## src/design/kwc_ram.sv

```systemverilog
// Generic single-write, single-read synchronous RAM with registered read data.
module kwc_ram #(
    parameter int WIDTH = 8,
    parameter int DEPTH = 256
) (
    input  logic                     i_clk,
    input  logic                     i_we,
    input  logic [$clog2(DEPTH)-1:0] i_waddr,
    input  logic [WIDTH-1:0]         i_wdata,
    input  logic [$clog2(DEPTH)-1:0] i_raddr,
    output logic [WIDTH-1:0]         o_rdata
);

    logic [WIDTH-1:0] r_mem [DEPTH];
    logic [WIDTH-1:0] r_rdata;

    always_ff @(posedge i_clk) begin
        if (i_we) begin
            r_mem[i_waddr] <= i_wdata;
        end
        r_rdata <= r_mem[i_raddr];
    end

    assign o_rdata = r_rdata;

endmodule

```

## config.mk

```make
export PLATFORM = sky130hd
export DESIGN_NAME = kwc_ram
export DESIGN_NICKNAME = d
export VERILOG_FILES = /design/src/design/kwc_ram.sv
export SDC_FILE = /design/constraint.sdc
export NUM_CORES = 2
export LEC_CHECK = 0
export BUFFER_PORTS_ARGS = -buffer_cell sky130_fd_sc_hd__buf_2
export CAP_MARGIN = 20
export CELL_PAD_IN_SITES_DETAIL_PLACEMENT = 0
export CELL_PAD_IN_SITES_GLOBAL_PLACEMENT = 2
export CORE_MARGIN = 3
export CORE_UTILIZATION = 46
export CTS_CLUSTER_SIZE = 30
export DETAILED_ROUTE_END_ITERATION = 12
export GPL_ROUTABILITY_DRIVEN = 0
export GPL_TIMING_DRIVEN = 0
export PLACE_DENSITY_LB_ADDON = 0.1
export REMOVE_ABC_BUFFERS = 1
export SYNTH_ARGS = -nofsm -noshare
export SYNTH_HDL_FRONTEND = slang
export SYNTH_SLANG_ARGS = --single-unit
```

## constraint.sdc

```tcl
create_clock -name i_clk -period 1.9 [get_ports i_clk]
set_input_delay 0.095 -clock i_clk [delete_from_list [all_inputs] [get_ports i_clk]]
set_output_delay 0.095 -clock i_clk [all_outputs]
set_load 0.01 [all_outputs]
```

# --- After elaboration in Yosys (flattened, before gate mapping) ---
# Memories as Yosys holds them, arrays and structs flattened. A register that Yosys moved wholly into a read port is not among the register bits.
# Cells that the tools add are included.
classes:
  n_mux: 2
op_table:
  columns: ["op", "count"]
  rows:
  - ["1-bit 2-to-1 mux", 2]
totals:
  register_bits: 0
  mem_bits_rw: 2048
  in_bits: 26
  output_inout_bits: 8
  word_cells: 3
  n_memories: 1
memory_table:
  columns: ["name", "words", "word_bits", "read_ports", "rd_clocked_by_memory_dff", "wr", "line_no", "text"]
  rows:
  - ["r_mem", 256, 8, 1, 1, 1, "14", "logic [WIDTH-1:0] r_mem [DEPTH];"]

# --- Longest topological paths before layout ---
logic_depth:
  ltp_word: 2
  ltp_mapped: 11
  mapped_depth_nobuf: 6

# --- Worst setup path after synthesis ---
# Ideal clock, no wire load.
synth_path:
  path_type: "input to register"
  startpoint: "input i_raddr[0]"
  endpoint: "register r_rdata[2] (netlist: o_rdata[2]) (read register of r_mem)"
  setup_ns: 0.131
  arrival_ns: 1.902
  required_ns: 1.769
  setup_slack_ns: -0.133
  stages: 9
  path_buffers: 4
  path_cell_list: "buf_6 buf_12 buf_8 buf_2 mux4_2 a22oi_1 a21oi_1 nor4_1 nor4_2"
synth_lines:
  columns: ["element", "line_no", "text"]
  rows:
  - ["start, declared", "10", "input logic [$clog2(DEPTH)-1:0] i_raddr,"]
  - ["end, declared", "15", "logic [WIDTH-1:0] r_rdata;"]

==> reports/results.ini <==
[outcome]
status = complete, but fails checks
violations = setup timing

[final_layout]
final_cell_area_um2 = 91400
final_cells = 6335
area_delta_synth_final_pct = 14.8
fin_nets = 3888
nFillCells = 12877
drive_gt1_frac = 0.268

[synthesis]
synth.most_common_cell = edfxtp_1
synthDistinctLibCells = 55
seq_area_frac_synth = 0.775
synthesis.instances = 3733
synth-edff-count = 2048
synth_common_cells = 2,048 x edfxtp_1, 454 x mux4_2, 282 x nor2_1, 134 x mux2i_1, 133 x a22oi_1
synth_top_area_cell = edfxtp_1
ys.flop_type = edfxtp_1
yosysWarnings = 0
ys_top_cells_by_area = edfxtp_1 77%, mux4_2 13%, mux2i_1 1.7%, nor2_1 1.3%, a22oi_1 1.3%
syn_area_per_cell_um2 = 21.3
ys_async_sr_fraction = 0
synth_seq_cells = 2056
netlist.area_leader.share = 0.773
syn_area_um2 = 79600

[worst_setup_path]
crit_path_frequent_cell = buf_16
critical_path.startpoint_type = primary input
slowest_delay_ns = 0.40
r2r_end = o_rdata[2]
critPathRequiredTime_ns = 2.58
crit_arrival_ns = 3.13
worstSetupPathType = primary input to flop
crit_slowest_cell = o221ai_1
startpoint = i_raddr[1]
rrSetupSlack_ns = -0.54
cp_max_fo = 42
reg2reg_depth = 5
cp-end-kind = flop
r2r-start = r_mem[67][2]
path_cells = buf_8 > buf_16 > buf_16 > buf_16 > nand2_4 > buf_8 > o221ai_1 > o211ai_1 > a21oi_1 > nor4_4 > nor4_4

[grt]
grt_max_degree = 153
gr-total-overflow = 0
grt_pass1_vias = 40052
antenna_found_initial = 9
grt_pass1_wl_um = 300000
track_usage = 0.238

[min_path]
hold_class = primary input to flop
holdPathStages = 3
min_from = i_waddr[2]
min_to = r_mem[172][6]

[timing]
fin_ws_ns = -0.548
max_freq_ghz = 0.409
finalHoldViolations = 0
tightest_slew_ns = 1.13
setup_tns_ns = -4.20
fin_crit_sh = 1.29
relSlewSlack = 0.244
min_period_ns = 2.45
final-setup-viol-count = 24
maxSlewViolCount = 0
rsz0062_at_grt = yes
clock_skew_ns = 0.0314

[clocking]
root_buffer = clkbuf_16
cts.sinks = 2056
htreeDepth = 4
worst_skew_pair.late_latency_ns = 0.84
cts-buffers-inserted = 211
tritoncts = done
clockBufferDepth = 3
clk_pin_slew_ns = 0.06

[floorplan]
io_pins = 34
die_w_um = 422
core-area_um2 = 171000
start_util = 0.466
rows = 151
fp.dieH_um = 422
dieArea_um2 = 178000

[routing]
drt_iter0_drc = 4142
dr.max_layer_used = met4
dr.pass1.iters = 5
route.met3.wl_um = 13300
wl_met2_um = 107000
wl_um = 212000
route.vias.total = 38559
wl_met1_um = 86000
detail-route-antenna-nets = 0
drt-wirelength-per-cell_um = 33.4
drcViolationCount = 0
viasPerCell = 6.09

[pwr]
power_switching_w = 0.0206
p_leak_nw = 28.0
p_clk_frac = 0.422
power.density_nw_per_um2 = 1050
pwr-share-comb = 0.054
power_frac_seq = 0.524
peakVddDrop_mv = 0.942
p_int_w = 0.0750
switching_share = 0.215
power_w = 0.0955

[job]
cap_viol_max_count = 0

[placement]
placed_cell_area_um2 = 82700
numPortBuffers = 33
dp_cells = 5891
dp_hpwl_um = 124000

[stage by stage]
stage | util | setup WS, ns | hold WS [ns]
global placement | 0.476 | -18.11 | 0.500
global route | 0.536 | -0.551 | 0.0340
detailed placement | 0.485 | -3.41 | 0.495
finish | 0.536 | -0.548 | 0.0423
floorplan | - | -0.603 | 0.194
CTS | 0.533 | -0.596 | 0.00839
[registers in the layout, summed over array words and instances (netlist names)]
signal   count
r_mem     2048
o_rdata      8
[cell type report]
cell class,count,area (um2),area share
inverters,2,12.5,0.000137
repair buffers,149,2530,0.0277
multi-input cells,1442,17500,0.192
clock buffers,259,5490,0.0601
clock inverters,130,1260,0.0138
flip-flops and latches,2056,61700,0.675
well taps,2295,2870,0.0314
diodes,2,5.00,0.0000548
[cell usage in the layout, fill, tap and decap left out, drive strengths merged, types with 27 or more instances in the layout]
master,synthesis,routed
a22oi,133,133
clkinv,1,95
o22ai,28,28
mux4,456,456
buf,122,119
nand2,33,33
clkbuf,111,262
edfxtp,2048,2048
nand3,34,34
a21oi,96,96
nor2b,31,31
nor4,27,27
mux2i,134,134
o221ai,47,47
nor2,282,282
[layer usage]
layer  vias up  track usage
met1     20766        0.324
met3       315       0.0386
met5         -            0
met4         0       0.0653
li1      16016            -
met2      1462        0.400
[worst max-delay path by stage]
stage	to	slack (ns)	cells after the start
floorplan	o_rdata[6]	-0.60	6
global placement	o_rdata[1]	-18.11	7
detailed placement	o_rdata[5]	-3.41	10
CTS	o_rdata[0]	-0.60	5
global route	o_rdata[0]	-0.55	5
finish	o_rdata[2]	-0.55	11
[power by group through the flow]
stage / Sequential, W / Combinational (W) / Clock (W)
finish: 0.0501 / 0.00517 / 0.0403
global route: 0.0500 / 0.00543 / 0.0429
CTS: 0.0500 / 0.00519 / 0.0411
detailed placement: 0.0510 / 0.00467 / 0
global placement: 0.0512 / 0.00563 / 0
floorplan: 0.0510 / 0.00175 / 0
[cell families (layout without fill, tap and decap cells)]
| kind of cell | count (synthesis) | count (layout) | synth area share |
|---|---|---|---|
| compound gates | 385 | 385 | 0.0342 |
| buf+inv | 235 | 540 | 0.0183 |
| flops | 2056 | 2056 | 0.775 |
| mux | 591 | 591 | 0.146 |
| other cells | 0 | 2 | 0 |
| simple gates | 466 | 466 | 0.0263 |
[what timing repair did]
item / in CTS / in global routing
pin swaps: 25 / 15
hold endpoints to repair: 924 / 0
gates cloned: 19 / 2
endpoints found under the setup margin: 906 / 572
buffers inserted: 19 / 0
resized for setup: 145 / 79
hold buffers: 13 / 0
[worst max-delay path, delay by kind of cell]
| kind | cells | cell delay [ns] |
|---|---|---|
| compound gates | 3 | 0.98 |
| simple gates | 3 | 0.75 |
| buf+inv | 5 | 1.15 |
(Power assumes the default switching activity.)
