## src/design/kwc_pkg.sv

```systemverilog
// Shared constants, codes and request types of the window chain table.
package kwc_pkg;

    localparam int WINDOW_SLOTS = 1024;
    localparam int KEY_BUCKETS  = 256;
    localparam int RETIRE_AHEAD = 292;

    localparam int SLOT_W = $clog2(WINDOW_SLOTS);
    localparam int KEY_W  = $clog2(KEY_BUCKETS);
    localparam int LINK_W = SLOT_W + 1;
    localparam int BACK_W = $clog2(KEY_BUCKETS + WINDOW_SLOTS + 1) + 1;

    localparam int CMD_W  = 2;
    localparam int POS_W  = 10;
    localparam int BYTE_W = 8;

    typedef enum logic [CMD_W-1:0] {
        CMD_CLEAR  = 2'd0,
        CMD_BYTE   = 2'd1,
        CMD_RETIRE = 2'd2,
        CMD_NONE   = 2'd3
    } t_cmd;

    typedef enum logic [2:0] {
        ST_IDLE,
        ST_CLEAR,
        ST_UL_RD,
        ST_UL_WR,
        ST_HD_RD,
        ST_HD_WR,
        ST_LK_WR
    } t_state;

    typedef struct packed {
        logic              we;
        logic [KEY_W-1:0]  waddr;
        logic [LINK_W-1:0] wdata;
        logic [KEY_W-1:0]  raddr;
    } t_head_req;

    typedef struct packed {
        logic              we;
        logic [SLOT_W-1:0] waddr;
        logic [LINK_W-1:0] wdata;
        logic [SLOT_W-1:0] raddr;
    } t_next_req;

    typedef struct packed {
        logic              we;
        logic [SLOT_W-1:0] waddr;
        logic [BACK_W-1:0] wdata;
        logic [SLOT_W-1:0] raddr;
    } t_back_req;

endpackage

```

## src/design/kwc_ctrl.sv

```systemverilog
// Command sequencer: clear sweep, unlink and head insert over the link memories.
module kwc_ctrl (
    input  logic                          i_clk,
    input  logic                          i_rst_n,
    input  logic                          i_start,
    output logic                          o_busy,
    input  logic [kwc_pkg::CMD_W-1:0]     i_command,
    input  logic [kwc_pkg::POS_W-1:0]     i_position,
    input  logic [kwc_pkg::BYTE_W-1:0]    i_byte_value,
    input  logic                          i_end_of_input,
    input  logic [kwc_pkg::LINK_W-1:0]    i_head_rdata,
    input  logic [kwc_pkg::LINK_W-1:0]    i_next_rdata,
    input  logic [kwc_pkg::BACK_W-1:0]    i_back_rdata,
    output kwc_pkg::t_head_req            o_head_req,
    output kwc_pkg::t_next_req            o_next_req,
    output kwc_pkg::t_back_req            o_back_req,
    output logic                          o_valid,
    output logic                          o_previous_valid,
    output logic [kwc_pkg::POS_W-1:0]     o_previous_slot,
    output logic                          o_inserted
);

    kwc_pkg::t_state              r_state, n_state;
    logic [kwc_pkg::SLOT_W-1:0]   r_clr, n_clr;
    logic                         r_report, n_report;
    logic [kwc_pkg::SLOT_W-1:0]   r_target, n_target;
    logic [kwc_pkg::SLOT_W-1:0]   r_pos, n_pos;
    logic [kwc_pkg::KEY_W-1:0]    r_key, n_key;
    logic                         r_last, n_last;
    logic [kwc_pkg::CMD_W-1:0]    r_cmd, n_cmd;
    logic [kwc_pkg::LINK_W-1:0]   r_old, n_old;
    logic                         r_valid, n_valid;
    logic                         r_prev_valid, n_prev_valid;
    logic [kwc_pkg::POS_W-1:0]    r_prev_slot, n_prev_slot;
    logic                         r_inserted, n_inserted;

    logic [kwc_pkg::SLOT_W:0]     ahead_sum;
    logic [kwc_pkg::SLOT_W-1:0]   ahead;
    logic [kwc_pkg::SLOT_W-1:0]   in_pos;
    logic [kwc_pkg::BACK_W-1:0]   link_slot;
    logic [kwc_pkg::LINK_W-1:0]   fwd_idx;
    logic [kwc_pkg::LINK_W-1:0]   old_idx;

    assign in_pos    = i_position[kwc_pkg::SLOT_W-1:0];
    assign ahead_sum = {1'b0, in_pos} + (kwc_pkg::SLOT_W+1)'(kwc_pkg::RETIRE_AHEAD);
    assign ahead     = (ahead_sum >= (kwc_pkg::SLOT_W+1)'(kwc_pkg::WINDOW_SLOTS))
                     ? kwc_pkg::SLOT_W'(ahead_sum - (kwc_pkg::SLOT_W+1)'(kwc_pkg::WINDOW_SLOTS))
                     : ahead_sum[kwc_pkg::SLOT_W-1:0];
    assign link_slot = i_back_rdata - kwc_pkg::BACK_W'(kwc_pkg::KEY_BUCKETS + 1);
    assign fwd_idx   = i_next_rdata - kwc_pkg::LINK_W'(1);
    assign old_idx   = r_old - kwc_pkg::LINK_W'(1);

    always_ff @(posedge i_clk) begin
        if (!i_rst_n) begin
            r_state  <= kwc_pkg::ST_CLEAR;
            r_clr    <= '0;
            r_report <= 1'b0;
            r_valid  <= 1'b0;
        end else begin
            r_state  <= n_state;
            r_clr    <= n_clr;
            r_report <= n_report;
            r_valid  <= n_valid;
        end
        r_target     <= n_target;
        r_pos        <= n_pos;
        r_key        <= n_key;
        r_last       <= n_last;
        r_cmd        <= n_cmd;
        r_old        <= n_old;
        r_prev_valid <= n_prev_valid;
        r_prev_slot  <= n_prev_slot;
        r_inserted   <= n_inserted;
    end

    always_comb begin
        n_state      = r_state;
        n_clr        = r_clr;
        n_report     = r_report;
        n_target     = r_target;
        n_pos        = r_pos;
        n_key        = r_key;
        n_last       = r_last;
        n_cmd        = r_cmd;
        n_old        = r_old;
        n_valid      = 1'b0;
        n_prev_valid = r_prev_valid;
        n_prev_slot  = r_prev_slot;
        n_inserted   = r_inserted;

        o_head_req       = '0;
        o_head_req.raddr = r_key;
        o_next_req       = '0;
        o_next_req.raddr = r_target;
        o_back_req       = '0;
        o_back_req.raddr = r_target;

        unique case (r_state)
            kwc_pkg::ST_IDLE: begin
                if (i_start) begin
                    n_pos  = in_pos;
                    n_key  = i_byte_value;
                    n_last = i_end_of_input;
                    n_cmd  = i_command;
                    unique case (kwc_pkg::t_cmd'(i_command))
                        kwc_pkg::CMD_CLEAR: begin
                            n_state  = kwc_pkg::ST_CLEAR;
                            n_clr    = '0;
                            n_report = 1'b1;
                        end
                        kwc_pkg::CMD_BYTE: begin
                            n_target = ahead;
                            n_state  = kwc_pkg::ST_UL_RD;
                        end
                        kwc_pkg::CMD_RETIRE: begin
                            n_target = in_pos;
                            n_state  = kwc_pkg::ST_UL_RD;
                        end
                        default: begin
                            n_valid      = 1'b1;
                            n_prev_valid = 1'b0;
                            n_prev_slot  = '0;
                            n_inserted   = 1'b0;
                        end
                    endcase
                end
            end
            kwc_pkg::ST_CLEAR: begin
                o_back_req.we    = 1'b1;
                o_back_req.waddr = r_clr;
                o_back_req.wdata = '0;
                o_head_req.we    = 1'b1;
                o_head_req.waddr = r_clr[kwc_pkg::KEY_W-1:0];
                o_head_req.wdata = '0;
                if (r_clr == kwc_pkg::SLOT_W'(kwc_pkg::WINDOW_SLOTS - 1)) begin
                    n_state      = kwc_pkg::ST_IDLE;
                    n_valid      = r_report;
                    n_prev_valid = 1'b0;
                    n_prev_slot  = '0;
                    n_inserted   = 1'b0;
                end else begin
                    n_clr = r_clr + kwc_pkg::SLOT_W'(1);
                end
            end
            kwc_pkg::ST_UL_RD: begin
                n_state = kwc_pkg::ST_UL_WR;
            end
            kwc_pkg::ST_UL_WR: begin
                if (i_back_rdata != '0) begin
                    if (i_next_rdata != '0 &&
                        fwd_idx < kwc_pkg::LINK_W'(kwc_pkg::WINDOW_SLOTS)) begin
                        o_back_req.we    = 1'b1;
                        o_back_req.waddr = fwd_idx[kwc_pkg::SLOT_W-1:0];
                        o_back_req.wdata = i_back_rdata;
                    end
                    if (i_back_rdata <= kwc_pkg::BACK_W'(kwc_pkg::KEY_BUCKETS)) begin
                        o_head_req.we    = 1'b1;
                        o_head_req.waddr = kwc_pkg::KEY_W'(i_back_rdata - kwc_pkg::BACK_W'(1));
                        o_head_req.wdata = i_next_rdata;
                    end else if (link_slot < kwc_pkg::BACK_W'(kwc_pkg::WINDOW_SLOTS)) begin
                        o_next_req.we    = 1'b1;
                        o_next_req.waddr = link_slot[kwc_pkg::SLOT_W-1:0];
                        o_next_req.wdata = i_next_rdata;
                    end
                end
                if (r_cmd == kwc_pkg::CMD_BYTE && !r_last) begin
                    n_state = kwc_pkg::ST_HD_RD;
                end else begin
                    n_state      = kwc_pkg::ST_IDLE;
                    n_valid      = 1'b1;
                    n_prev_valid = 1'b0;
                    n_prev_slot  = '0;
                    n_inserted   = 1'b0;
                end
            end
            kwc_pkg::ST_HD_RD: begin
                n_state = kwc_pkg::ST_HD_WR;
            end
            kwc_pkg::ST_HD_WR: begin
                n_old            = i_head_rdata;
                o_next_req.we    = 1'b1;
                o_next_req.waddr = r_pos;
                o_next_req.wdata = i_head_rdata;
                o_back_req.we    = 1'b1;
                o_back_req.waddr = r_pos;
                o_back_req.wdata = kwc_pkg::BACK_W'(r_key) + kwc_pkg::BACK_W'(1);
                o_head_req.we    = 1'b1;
                o_head_req.waddr = r_key;
                o_head_req.wdata = kwc_pkg::LINK_W'(r_pos) + kwc_pkg::LINK_W'(1);
                if (i_head_rdata != '0 &&
                    (i_head_rdata - kwc_pkg::LINK_W'(1)) <
                    kwc_pkg::LINK_W'(kwc_pkg::WINDOW_SLOTS)) begin
                    n_state = kwc_pkg::ST_LK_WR;
                end else begin
                    n_state      = kwc_pkg::ST_IDLE;
                    n_valid      = 1'b1;
                    n_prev_valid = 1'b0;
                    n_prev_slot  = '0;
                    n_inserted   = 1'b1;
                end
            end
            kwc_pkg::ST_LK_WR: begin
                o_back_req.we    = 1'b1;
                o_back_req.waddr = old_idx[kwc_pkg::SLOT_W-1:0];
                o_back_req.wdata = kwc_pkg::BACK_W'(kwc_pkg::KEY_BUCKETS + 1)
                                 + kwc_pkg::BACK_W'(r_pos);
                n_state      = kwc_pkg::ST_IDLE;
                n_valid      = 1'b1;
                n_prev_valid = 1'b1;
                n_prev_slot  = kwc_pkg::POS_W'(old_idx[kwc_pkg::SLOT_W-1:0]);
                n_inserted   = 1'b1;
            end
            default: begin
                n_state = kwc_pkg::ST_IDLE;
            end
        endcase
    end

    assign o_busy           = (r_state != kwc_pkg::ST_IDLE);
    assign o_valid          = r_valid;
    assign o_previous_valid = r_prev_valid;
    assign o_previous_slot  = r_prev_slot;
    assign o_inserted       = r_inserted;

    a_link_has_old: assert property (@(posedge i_clk) disable iff (!i_rst_n)
        r_state == kwc_pkg::ST_LK_WR |-> r_old != '0)
        else $error("back link write without an old head");

    a_insert_after_unlink: assert property (@(posedge i_clk) disable iff (!i_rst_n)
        r_state == kwc_pkg::ST_HD_RD |-> $past(r_state) == kwc_pkg::ST_UL_WR)
        else $error("head read did not follow an unlink");

    a_clear_no_result: assert property (@(posedge i_clk) disable iff (!i_rst_n)
        r_state == kwc_pkg::ST_CLEAR && r_clr != '0 |-> !r_valid)
        else $error("result during clear sweep");

endmodule

```

## config.mk

```make
export PLATFORM = sky130hd
export DESIGN_NAME = kwc_ctrl
export DESIGN_NICKNAME = d
export VERILOG_FILES = /design/src/design/kwc_pkg.sv /design/src/design/kwc_ctrl.sv
export SDC_FILE = /design/constraint.sdc
export NUM_CORES = 1
export LEC_CHECK = 0
export ABC_AREA = 0
export BUFFER_PORTS_ARGS = -buffer_cell sky130_fd_sc_hd__buf_4
export CORE_UTILIZATION = 45
export DETAILED_ROUTE_END_ITERATION = 7
export GPL_ROUTABILITY_DRIVEN = 1
export GPL_TIMING_DRIVEN = 0
export HOLD_SLACK_MARGIN = 0.06
export PLACE_DENSITY_LB_ADDON = 0.05
export SYNTH_ARGS = -nofsm -noshare
export SYNTH_HDL_FRONTEND = slang
export SYNTH_SLANG_ARGS = --single-unit
```

## constraint.sdc

```tcl
create_clock -name i_clk -period 3.8 [get_ports i_clk]
set_input_delay 0.57 -clock i_clk [delete_from_list [all_inputs] [get_ports i_clk]]
set_output_delay 0.57 -clock i_clk [all_outputs]
set_load 0.02 [all_outputs]
```

Word level (Yosys, flattened, before mapping)
Index checks and enable logic that the tools add are counted.
{ "word_totals": {"word_cells": 110, "regBits": 68, "output_inout_bits": 107, "input_bits": 58} }
{ "op_classes": {"order_cmp": 5, "reduce_logical": 21, "add_sub_neg": 11, "muxes": 42, "eq_ne": 18} }
{ "ops": {"columns": ["op", "count"], "rows": [
  ["one-hot mux 23 bit (4 select lines)", 1],
  ["2-to-1 mux 10 bit", 9],
  ["2-to-1 mux 22 bit", 3],
  ["one-hot mux 20 bit (3 select lines)", 1],
  ["one-hot mux 10 bit (5 select lines)", 1],
  ["2-to-1 mux 23 bit", 2],
  ["one-hot mux 22 bit (2 select lines)", 1],
  ["2-to-1 mux 20 bit", 2],
  ["one-hot mux 10 bit (2 select lines)", 2],
  ["< comparator 11 bit (second input constant)", 2],
  ["nonzero test 11 bit", 2],
  ["subtractor 11 x 1 -> 11 bit (second input constant)", 2],
  ["subtractor 10 x 1 -> 10 bit (second input constant)", 2],
  ["one-hot mux 3 bit (6 select lines)", 1],
  ["one-hot mux 1 bit (5 select lines)", 3],
  ["<= comparator 12 x 9 -> 1 bit (second input constant)", 1],
  ["< comparator 12 x 11 -> 1 bit (second input constant)", 1],
  ["2-to-1 mux 3 bit", 4],
  ["inequality test 2 bit (second input constant)", 6],
  ["nonzero test 12 bit", 1],
  ["subtractor 12 x 9 -> 12 bit (second input constant)", 1],
  ["adder 10 x 1 -> 11 bit (second input constant)", 1],
  ["adder 10 x 9 -> 11 bit (second input constant)", 1],
  ["adder 9 x 10 -> 11 bit (first input constant)", 1],
  ["other kinds (27)", 46]
]} }

Longest topological paths before layout
{ "logic_depth": {"word_depth": 6, "ltp_mapped": 8, "ltp_nobuf": 7} }

Least setup slack after synthesis
No wires, ideal clock.
{ "synth_timing": {"path_kind": "input -> output", "start": "in i_next_rdata[1] in the netlist's numbering", "end": "out o_back_req[24] in the netlist's numbering", "path_slack_ns": 0.405, "t_required_ns": 3.230, "arrival_time_ns": 2.825, "path_buffers": 1, "stages": 7, "cell_sequence": "inv_1 -> ha_1 -> or4b_1 -> o31a_1 -> or4_1 -> clkbuf_1 -> o21ai_0"} }
{ "synth_lines": {"columns": ["element", "line", "text"], "rows": [
  ["start: declaration", "kwc_ctrl.sv:12", "input logic [kwc_pkg::LINK_W-1:0] i_next_rdata,"],
  ["end: declaration", "kwc_ctrl.sv:16", "output kwc_pkg::t_back_req o_back_req,"]
]} }

==> summary.md <==
| Metric | Value |
|---|---|
| Sequential cell area | `1890 sq um` |
| Worst EP required | `3.23 ns` |
| Fin. Hold Viols | `0` |
| Power Density | `262 nW/um^2` |
| Vias | `4584` |
| Worst skew pair latency | `0.37 ns` |
| Synth Register Bits | `68` |
| Layout Nets | `723` |
| # IOs | `165` |
| EDFF count, synth | `53` |
| Slew @ Worst Pin | `0.938 ns` |
| Largest net degree at the start of global routing | `23` |
| Status | `finished, final reports clean` |
| Crit end category | `primary output` |
| Mean number of vias per cell | `5.79` |
| Crit start category | `input port` |
| Initial core utilization | `46.5%` |
| Die Area | `10500 sq um` |
| Design Power | `0.00162 W` |
| Final setup vio count | `0` |
| First-pass GRT wire length | `23.3 mm` |
| Crit-path max FO | `7` |
| Max Cap Violations | `0` |
| Vias in the first global route | `4071` |
| Wl on met1 | `6.70 mm` |
| Seq pwr share | `50.1%` |
| Total GRT Usage | `30.7%` |
| Critical setup path kind | `in -> out` |
| Met3 routed WL | `1.24 mm` |
| Post-DP HPWL | `12.6 mm` |
| DRT Pass-1 Iters | `5` |
| Initial DRC count | `364` |
| CTS clk-pin slew, worst paths | `0.07 ns` |
| Crit share post-route | `97.4%` |
| R2R Setup Slk | `1.04 ns` |
| Htree depth | `3` |
| Final slew viol count | `0` |
| Arrival @ worst endpoint | `3.13 ns` |
| Hold WC Path Type | `in -> reg` |
| Clk network pwr share | `39.5%` |
| # DRC | `0` |
| Post-synth design cell area | `4560 sq um` |
| Yosys warns | `0` |
| Wire length on met2 | `7.59 mm` |
| Routed wire length per instance | `20.1 microns` |
| Row Count | `36` |
| Leak Pwr | `2.50 nW` |
| Tmin final | `3.70 ns` |
| Antenna Diode Count | `0` |
| Number of antenna violations at the first check in global routing | `0` |
| Clock Path Buffers | `2` |
| Asr flop ratio synth | `0%` |
| Sw Ratio | `23.2%` |
| Internal | `0.00124 W` |
| Seq/Total Area, Yosys | `41.5%` |
| Unrepaired setup endpoints after global routing | `yes` |
| Core area | `9820 sq um` |
| Worst rel slew slack | `37.1%` |
| CTS root buffer | `clkbuf_8` |
| Clock skew | `0.0101 ns` |
| Syn Inst Count | `483` |
| Area occupied by multi-input gates | `2430 sq um` |
| Post-CTS Setup Inserts | `0` |
| Gpl congestion | `0.965` |
| Total gr overflow | `0` |
| Post-route ant nets | `0` |
| Switch Pwr | `0.000376 W` |
| P&R area growth vs syn | `35.2%` |
| Fin cells | `792` |
| Fillers | `879` |
| VDD IR-drop max | `0.261 mV` |
| Top FF cell, synth | `edfxtp_1` |
| Logic gate share of total power | `10.4%` |
| Placed instance count | `777` |
| Post-synth cell types | `65` |
| CTS Sinks | `68` |
| Die Ht | `103 microns` |
| Die span in x | `103 microns` |
| F_max | `270 MHz` |
| Drt total wl | `15.9 mm` |
| I/O Buffers | `161` |
| DR top layer | `met4` |
| Share of layout cells above drive strength 1 | `32.5%` |
| Syn_area_per_cell | `9.45 sq um` |
| Clock buffer count from CTS | `9` |
| Net Count, Synth | `551` |
| TritonCTS clock tree | `built` |
[through the flow]
stage	setup TNS, ns	hold WS, ns	utilization [%]	area [sq um]	setup slack [ns]
2_1_floorplan	0	0.435	-	4560	0.405
3_3_place_gp	-0.256	0.450	60.5	5940	-0.0357
3_5_place_dp	-0.487	0.460	60.5	5940	-0.0829
4_1_cts	0	0.360	62.7	6160	0.0109
5_1_grt	-0.126	0.355	62.8	6170	-0.0429
6_report	0	0.374	62.8	6170	0.0972
[power groups by stage]
stage	logic, W	registers, W	clock network, W
after floorplan	0.0000712	0.000822	0
after global placement	0.000162	0.000826	0
after detailed placement	0.000165	0.000826	0
after CTS	0.000166	0.000809	0.000646
after global routing	0.000180	0.000809	0.000674
final	0.000168	0.000809	0.000639
[sequential cells by signal, indices dropped and copies added (netlist names), 2 cells and up]
register / flops
o_previous_slot: 10
r_clr: 10
r_cmd: 2
r_key: 8
r_old: 10
r_pos: 10
r_state: 3
r_target: 10
[cells by family after synthesis]
group | Yosys count | share of synthesized area [%]
buf+inv | 55 | 5.79
xor+xnor | 50 | 9.60
simple gates | 179 | 20.0
flops | 68 | 41.5
fa+ha+maj | 10 | 2.74
mux | 4 | 0.960
compound gates | 117 | 19.5
[cell usage after synthesis, types with 3 or more instances]
| library cell | count | area (sq um) |
|---|---|---|
| a22o_1 | 12 | 105 |
| xnor2_1 | 23 | 201 |
| o2bb2ai_1 | 8 | 70.1 |
| o21ai_0 | 23 | 115 |
| and3_1 | 9 | 56.3 |
| o21a_1 | 3 | 22.5 |
| a211oi_1 | 3 | 22.5 |
| nor2b_1 | 3 | 18.8 |
| nand3_1 | 19 | 95.1 |
| or4_1 | 6 | 45.0 |
| o221ai_1 | 8 | 70.1 |
| a22oi_1 | 11 | 82.6 |
| nand4_1 | 5 | 31.3 |
| nor4_1 | 8 | 50.1 |
| clkbuf_1 | 22 | 82.6 |
| nand2_1 | 47 | 176 |
| ha_1 | 10 | 125 |
| o21ai_2 | 7 | 61.3 |
| buf_2 | 3 | 15.0 |
| buf_4 | 10 | 75.1 |
| dfxtp_1 | 15 | 300 |
| a221o_1 | 5 | 50.1 |
| nor2_1 | 37 | 139 |
| xor2_1 | 27 | 236 |
| nor3b_1 | 3 | 22.5 |
| inv_1 | 15 | 56.3 |
| nor3_1 | 15 | 75.1 |
| a21oi_1 | 6 | 30.0 |
| or3_1 | 3 | 18.8 |
| nand2b_1 | 10 | 62.6 |
| mux2_2 | 3 | 33.8 |
| edfxtp_1 | 53 | 1590 |
| o211ai_1 | 5 | 37.5 |
| a31oi_1 | 7 | 43.8 |
[placed cells by master, fill, tap and decap left out, types with 10 or more instances in the layout]
cell and n:
nor3_1 14, nand2_1 47, xnor2_1 23, o21ai_0 22, ha_1 10, nor2_1 37, xor2_1 27, nand3_1 19
buf_4 171, nand2b_1 10, inv_1 15, clkbuf_1 19, a22oi_1 11, a22o_1 12, dfxtp_1 15, edfxtp_1 53
[worst max-delay path: stages]
cell and delay (ns):
buf_4 0.12, inv_1 0.10, ha_1 0.21, or4b_1 0.56, o31a_1 0.37, or4_1 0.53, clkbuf_1 0.22, a21oi_1 0.17
a2111o_1 0.15, buf_4 0.14
[cell type report]
| class | count | area share, % |
|---|---|---|
| Clock buffer | 9 | 2.01 |
| Sequential cell | 68 | 30.7 |
| Timing Repair Buffer | 161 | 19.6 |
| Multi-Input combinational cell | 360 | 39.4 |
| Buffer | 39 | 3.41 |
| Clock inverter | 6 | 1.30 |
| Tap cell | 133 | 2.70 |
| Inverter | 16 | 0.974 |
[final timing paths]
path / cells past startpoint / endpoint / startpoint
worst max-delay path: 10 / o_back_req[26] / i_next_rdata[1]
worst min-delay path: 1 / r_key[1] / i_byte_value[1]
worst max register to register: 6 / o_previous_slot[9] / r_state[0]
worst min register to register: 2 / r_report / r_report
[timing repair]
item | CTS | global route
resized for setup | 2 | 8
endpoints found under the setup margin | 19 | 38
endpoints found under the hold margin | 0 | 0
pin swaps | 0 | 1
hold buffers | 0 | 0
[routing by layer]
metal | track usage, % | vias up
li1 | - | 2142
met5 | 0 | -
met1 | 40.8 | 2185
met2 | 48.5 | 226
met3 | 7.12 | 31
met4 | 11.8 | 0
No activity file was read; power rests on OpenSTA's default activity.
